==> src/rtl/mpd_pkg.sv <==
// ----------------------------------------------------------------------------
// mpd_pkg
// Shared constants and types of the max-pool downscaler.
// ----------------------------------------------------------------------------
package mpd_pkg;

	// default buffer depth and sample precision
	localparam int MAX_WIDTH_DEF   = 4096;
	localparam int SAMPLE_BITS_DEF = 16;

	// fixed field widths
	localparam int FIELD_W   = 16;
	localparam int DIM_W     = 13;
	localparam int ROW_W     = 12;
	localparam int CFG_IDX_W = 2;

	// input height is limited to this many rows
	localparam int HEIGHT_LIMIT = 4096;

	// register reset values
	localparam logic [DIM_W-1:0] IN_WIDTH_RST   = 13'd1920;
	localparam logic [DIM_W-1:0] IN_HEIGHT_RST  = 13'd1080;
	localparam logic [DIM_W-1:0] OUT_WIDTH_RST  = 13'd1920;
	localparam logic [DIM_W-1:0] OUT_HEIGHT_RST = 13'd1080;

	// register indexes
	typedef enum logic [CFG_IDX_W-1:0] {
		REG_IN_WIDTH   = 2'd0,
		REG_IN_HEIGHT  = 2'd1,
		REG_OUT_WIDTH  = 2'd2,
		REG_OUT_HEIGHT = 2'd3
	} cfg_reg_t;

	// divider status toward the top level
	typedef struct packed {
		logic busy;
		logic done;
	} div_stat_t;

endpackage

==> src/rtl/mpd_div.sv <==
// ----------------------------------------------------------------------------
// mpd_div
// Restoring divider, one quotient bit per cycle; holds its results.
// ----------------------------------------------------------------------------
module mpd_div #(
	parameter int W = mpd_pkg::DIM_W
) (
	input  logic              clk,
	input  logic              arst_n,
	input  logic              start,
	input  logic [W-1:0]      dividend,
	input  logic [W-1:0]      divisor,
	output mpd_pkg::div_stat_t stat,
	output logic [W-1:0]      quot,
	output logic [W-1:0]      rem
);

	localparam int CNT_W = $clog2(W + 1);

	logic [CNT_W-1:0] cnt_q;
	logic             done_q;
	logic [W-1:0]     part_q;
	logic [W-1:0]     quo_q;
	logic [W-1:0]     dvs_q;

	logic [W:0] trial;
	logic [W:0] diff;
	logic       fits;

	// one trial subtraction per step
	always_comb begin
		trial = {part_q, quo_q[W-1]};
		diff  = trial - {1'b0, dvs_q};
		fits  = trial >= {1'b0, dvs_q};
	end

	// step counter and completion pulse
	always_ff @(posedge clk or negedge arst_n) begin
		if (!arst_n) begin
			cnt_q  <= '0;
			done_q <= 1'b0;
		end else if (start) begin
			cnt_q  <= CNT_W'(W);
			done_q <= 1'b0;
		end else if (cnt_q != '0) begin
			cnt_q  <= cnt_q - CNT_W'(1);
			done_q <= (cnt_q == CNT_W'(1));
		end else begin
			done_q <= 1'b0;
		end
	end

	// partial remainder and quotient shift register
	always_ff @(posedge clk) begin
		if (start) begin
			part_q <= '0;
			quo_q  <= dividend;
			dvs_q  <= divisor;
		end else if (cnt_q != '0) begin
			part_q <= fits ? diff[W-1:0] : trial[W-1:0];
			quo_q  <= {quo_q[W-2:0], fits};
		end
	end

	assign stat.busy = (cnt_q != '0);
	assign stat.done = done_q;
	assign quot      = quo_q;
	assign rem       = part_q;

endmodule

==> config.mk <==
export PLATFORM = sky130hd
export DESIGN_NAME = mpd_div
export DESIGN_NICKNAME = d
export VERILOG_FILES = /design/src/rtl/mpd_pkg.sv /design/src/rtl/mpd_div.sv
export SDC_FILE = /design/constraint.sdc
export NUM_CORES = 1
export LEC_CHECK = 0
export BUFFER_PORTS_ARGS = -buffer_cell sky130_fd_sc_hd__buf_4
export CORE_ASPECT_RATIO = 0.75
export CORE_MARGIN = 2
export CORE_UTILIZATION = 36
export DETAILED_ROUTE_END_ITERATION = 6
export PLACE_DENSITY = 0.63
export SYNTH_ARGS = -nofsm -noshare
export SYNTH_HDL_FRONTEND = slang
export SYNTH_SLANG_ARGS = --single-unit
==> constraint.sdc <==
create_clock -name clk -period 2.8 [get_ports clk]
set_input_delay 0.42 -clock clk [delete_from_list [all_inputs] [get_ports clk]]
set_output_delay 0.42 -clock clk [all_outputs]
set_load 0.01 [all_outputs]
After elaboration in Yosys (flattened, before gate mapping)
Index checks and enable logic that the tools add are counted.

word-level totals
  word-level logic and storage cells = 18
  flip-flop bits (word level) = 44
  input bits = 29

operators by class
  magnitude comparators = 1
  equal/unequal tests = 1
  muxes and demuxes = 7
  reductions and logical operators = 2
  add/subtract/negate cells = 2

operators by type and width
  operator             count
  $mux 13              3
  $ge 14x13->1         1
  $sub 13x13->13       1
  $mux 4               2
  $eq 4x1->1 const B   1
  $reduce_bool 4->1    1
  $sub 4x1->4 const B  1
  $mux 1               2
  $reduce_bool 2->1    1

Longest topological paths before layout
  depth after elaboration = 3
  depth in mapped cells = 11

Least setup slack after synthesis
Ideal clock, no wire load.

  path type = reg-to-reg
  start point = reg quo_q[12] (netlist: quot[12])
  end point = reg quo_q[0] (netlist: quot[0]) (data pin)
  cell stages (with the launch flop) = 10
  setup time = 0.260 ns
  buffers on the path = 0
  arrival = 2.283 ns
  required time = 2.540 ns
  path slack = 0.257 ns
  cells stage by stage = edfxtp_1 inv_1 ha_1 inv_1 fa_1 a21o_1 a221oi_2 a21o_1 a21oi_4 mux2_2

on the way
  longest elaborated chain between the ends = 3

RTL lines
  element                   line           text
  start: declaration        mpd_div.sv:23  logic [W-1:0] quo_q;
  start signal: assignment  mpd_div.sv:57  quo_q <= dividend;
  start signal: assignment  mpd_div.sv:61  quo_q <= {quo_q[W-2:0], fits};
  $ge 14x13->1              mpd_div.sv:34  fits = trial >= {1'b0, dvs_q};
  $mux 13                   mpd_div.sv:59  end else if (cnt_q != '0) begin
  $mux 13                   mpd_div.sv:55  if (start) begin

Every way passes these cells. The select of a mux whose other input is x is not followed.
A chain may end at the register's enable or synchronous reset.

Worst setup path after layout
  start point = reg quo_q[12] (netlist: quot[12])
  end point = reg part_q[2] (netlist: rem[2])

on the way
  longest elaborated chain between the ends = 2

RTL lines
  element                                                line                          text
  $sub 13x13->13 / $ge 14x13->1 (equally long branches)  mpd_div.sv:33, mpd_div.sv:34
  $mux 13 (*)                                            mpd_div.sv:60                 part_q <= fits ? diff[W-1:0] : trial[W-1:0];
  end signal: assignment                                 mpd_div.sv:60
  end: declaration                                       mpd_div.sv:22                 logic [W-1:0] part_q;

Every way passes the cells marked *; elsewhere a longest branch is shown, timed or not.

==> results.sh <==
export IMPL_clock_root_buffer="clkbuf_8"
export IMPL_cp_max_fo=12
export IMPL_finClkSkew_ns=0.0100
export IMPL_rows=26
export IMPL_yosysTopAreaCell="edfxtp_1"
export IMPL_wire_per_inst_um=14.3
export IMPL_rsz0062_at_grt="no"
export IMPL_via_count=1960
export IMPL_globalRouteMet1Util=0.223
export IMPL_final_nets=344
export IMPL_fin_tns_setup_ns=0
export IMPL_totalWireLength_um=5690
export IMPL_antenna_found_initial=0
export IMPL_drv_slew=0
export IMPL_synthArstFlopShare=0.114
export IMPL_drc_errors=0
export IMPL_path_clk_slew_ns=0.09
export IMPL_place_gp_congestion=0.857
export IMPL_irDropWorstVdd_mv=0.259
export IMPL_power_density_mw_per_mm2=566
export IMPL_multi_input_area_mm2=0.00127
export IMPL_numPortBuffers=56
export IMPL_p_leak_nw=1.40
export IMPL_syn_inst=244
export IMPL_use_met2=0.221
export IMPL_cp_data_required_time_ns=2.98
export IMPL_syn_cell_area_mm2=0.00261
export IMPL_startpoint_type="register"
export IMPL_fin_crit_ns=2.57
export IMPL_syn_avg_cell_area_um2=10.7
export IMPL_start_util=0.377
export IMPL_synth_distinct_cells=60
export IMPL_max_freq_mhz=389
export IMPL_synth_seq_cells=44
export IMPL_max_cap_viol_count=0
export IMPL_worst_hold_slack_ns=0.289
export IMPL_antenna_left=0
export IMPL_synth_warnings=0
export IMPL_critPathArrivalTime_ns=2.75
export IMPL_period_share=0.918
export IMPL_nFillCells=666
export IMPL_fin_area_mm2=0.00322
export IMPL_clkLatencyLatePin_ns=0.30
export IMPL_dieArea_mm2=0.00796
export IMPL_grt_met3_usage=0.0333
export IMPL_drtPass1Iterations=4
export IMPL_clock_sinks=44
export IMPL_synth_flop_cell="edfxtp_1"
export IMPL_ff_latch_area_mm2=0.00117
export IMPL_cp_end_kind="register"
export IMPL_diodes=0
export IMPL_busiest_layer="met1"
export IMPL_synth_top_cell_area_share=0.299
export IMPL_ys_seq_area_frac=0.446
export IMPL_die_w_um=102
export IMPL_hp_class="in2reg"
export IMPL_core_area_mm2=0.00693
export IMPL_cts_buffer_depth=2
export IMPL_grt_pass1_vias=1911
export IMPL_critical_path_class="reg2reg"
export IMPL_drive_gt1_frac=0.327
export IMPL_htreeDepth=2
export IMPL_synthTopCellsByArea="edfxtp_1 (30%), dfxtp_1 (10%), ha_1 (7.2%), mux2_2 (5.6%), dfrtp_1 (4.8%)"
export IMPL_grt_overflow=0
export IMPL_grt_usage=0.149
export IMPL_synth_net_count=289
export IMPL_finalHoldViolCount=0
export IMPL_placed_cell_area_mm2=0.00310
export IMPL_worstMarginPinSlew_ns=0.602
export IMPL_numCtsBuffers=5
export IMPL_outcome="completed"
export IMPL_cts_tree="built"
export IMPL_grt_max_degree=30
export IMPL_dp_final_hpwl_um=4090
export IMPL_synth_edff_count=26
export IMPL_slew_headroom=0.598
export IMPL_ios=57
export IMPL_areaGrowthSynthToFinish_pct=23.4
export IMPL_drt_iter0_drc=119
export IMPL_grt_first_pass_wirelength_um=9430
export IMPL_die_y_um=77.8
export IMPL_setup_viol=0
export IMPL_via_per_inst=4.92
==> state kept, by name, summed over array words and instances (netlist names) <==
register  cells
quot         13
dvs_q        13
done_q        1
cnt_q         4
rem          13
==> Yosys cell counts, types with 4 or more instances <==
cell type,count
a21o_1,5
a21oi_1,16
dfrtp_1,5
dfxtp_1,13
edfxtp_1,26
ha_1,15
inv_1,23
mux2_2,13
mux2i_1,6
nand2_1,13
nand2b_1,4
nand3_1,4
nor2_1,11
o21ai_0,15
xnor2_1,8
==> power breakdown <==
group / total (mW) / leakage (nW) / switching (mW) / internal [mW]
combinational: 0.519 / 0.914 / 0.262 / 0.257
sequential: 0.797 / 0.429 / 0.0445 / 0.753
clock: 0.508 / 0.0583 / 0.239 / 0.269
total: 1.82 / 1.40 / 0.545 / 1.28
==> cells in the final DEF, fill, tap and decap left out, types with 2 or more instances in the layout <==
cell,Yosys,layout
ha_1,15,15
nand4_1,3,3
inv_1,23,23
nand2b_1,4,4
clkinv_4,0,2
mux2i_1,6,6
or2_2,3,3
a21oi_1,16,16
edfxtp_1,26,26
mux2_2,13,13
a31oi_1,3,3
nor4_1,2,2
o21ai_0,15,15
a21o_1,5,5
nor3_1,3,3
and4_1,2,2
nand2_1,13,13
nor2_1,11,11
and3_1,2,2
nand3_1,4,4
o211ai_1,2,2
dfxtp_1,13,13
dfrtp_1,5,5
o22ai_1,2,2
buf_4,3,60
clkbuf_8,1,5
or3_1,3,3
xnor2_1,8,8
==> layout make-up <==
class                   count  share of cell area
clock buffers               5              0.0213
multi-input cells         164               0.395
clock inverters             3              0.0147
repair buffers             61               0.143
inverters                  23              0.0268
flip-flops and latches     44               0.362
well taps                  98              0.0380
==> worst paths after layout <==
path                              from         to  slack, ns  depth (start not counted)
min in group asynchronous       arst_n   cnt_q[2]       0.45                          2
max                           quot[12]     rem[2]       0.23                         10
min reg2reg                   cnt_q[2]     done_q       0.50                          1
min                        divisor[11]  dvs_q[11]       0.29                          1
max in group asynchronous       arst_n   cnt_q[3]       2.24                          2
max reg2reg                   quot[12]     rem[2]       0.23                         10
==> stage by stage <==
stage,setup WS (ns),util,power [mW],cells
5_1_grt,0.0699,0.465,1.92,398
3_3_place_gp,0.349,0.447,1.32,389
2_1_floorplan,0.257,-,1.17,244
4_1_cts,0.216,0.465,1.84,398
6_report,0.229,0.465,1.82,398
3_5_place_dp,0.279,0.447,1.33,389
==> critical path, stage by stage, from the launching register on <==
cell and delay, ns:
edfxtp_1 0.40, inv_1 0.10, ha_1 0.16, inv_1 0.05, fa_1 0.40, a21o_1 0.22, a221oi_2 0.24, a21o_1 0.22
a21o_4 0.23, nor4_1 0.08, a311o_1 0.34
==> metal layers <==
layer | vias to the layer above | wire, um
met5 | - | 0
met4 | 0 | 28
met3 | 4 | 299
met2 | 54 | 2510
met1 | 904 | 2860
li1 | 998 | -
==> logic make-up after synthesis <==
group,Yosys count,share of synthesized area
AOI/OAI and AO/OA,63,0.178
xor gates and xnor gates,9,0.0302
adders and majority gates,16,0.0795
buffers and inverters,36,0.0670
DFF,44,0.446
muxes,19,0.0790
and+or+nand+nor,57,0.120
==> repair_timing <==
action,4_1_cts,5_1_grt
resized for setup,0,0
buffers inserted,0,0
hold buffers,1,0
endpoints found under the hold margin,5,0
setup endpoints to repair,0,0
Power figures use the tool's default switching activity.
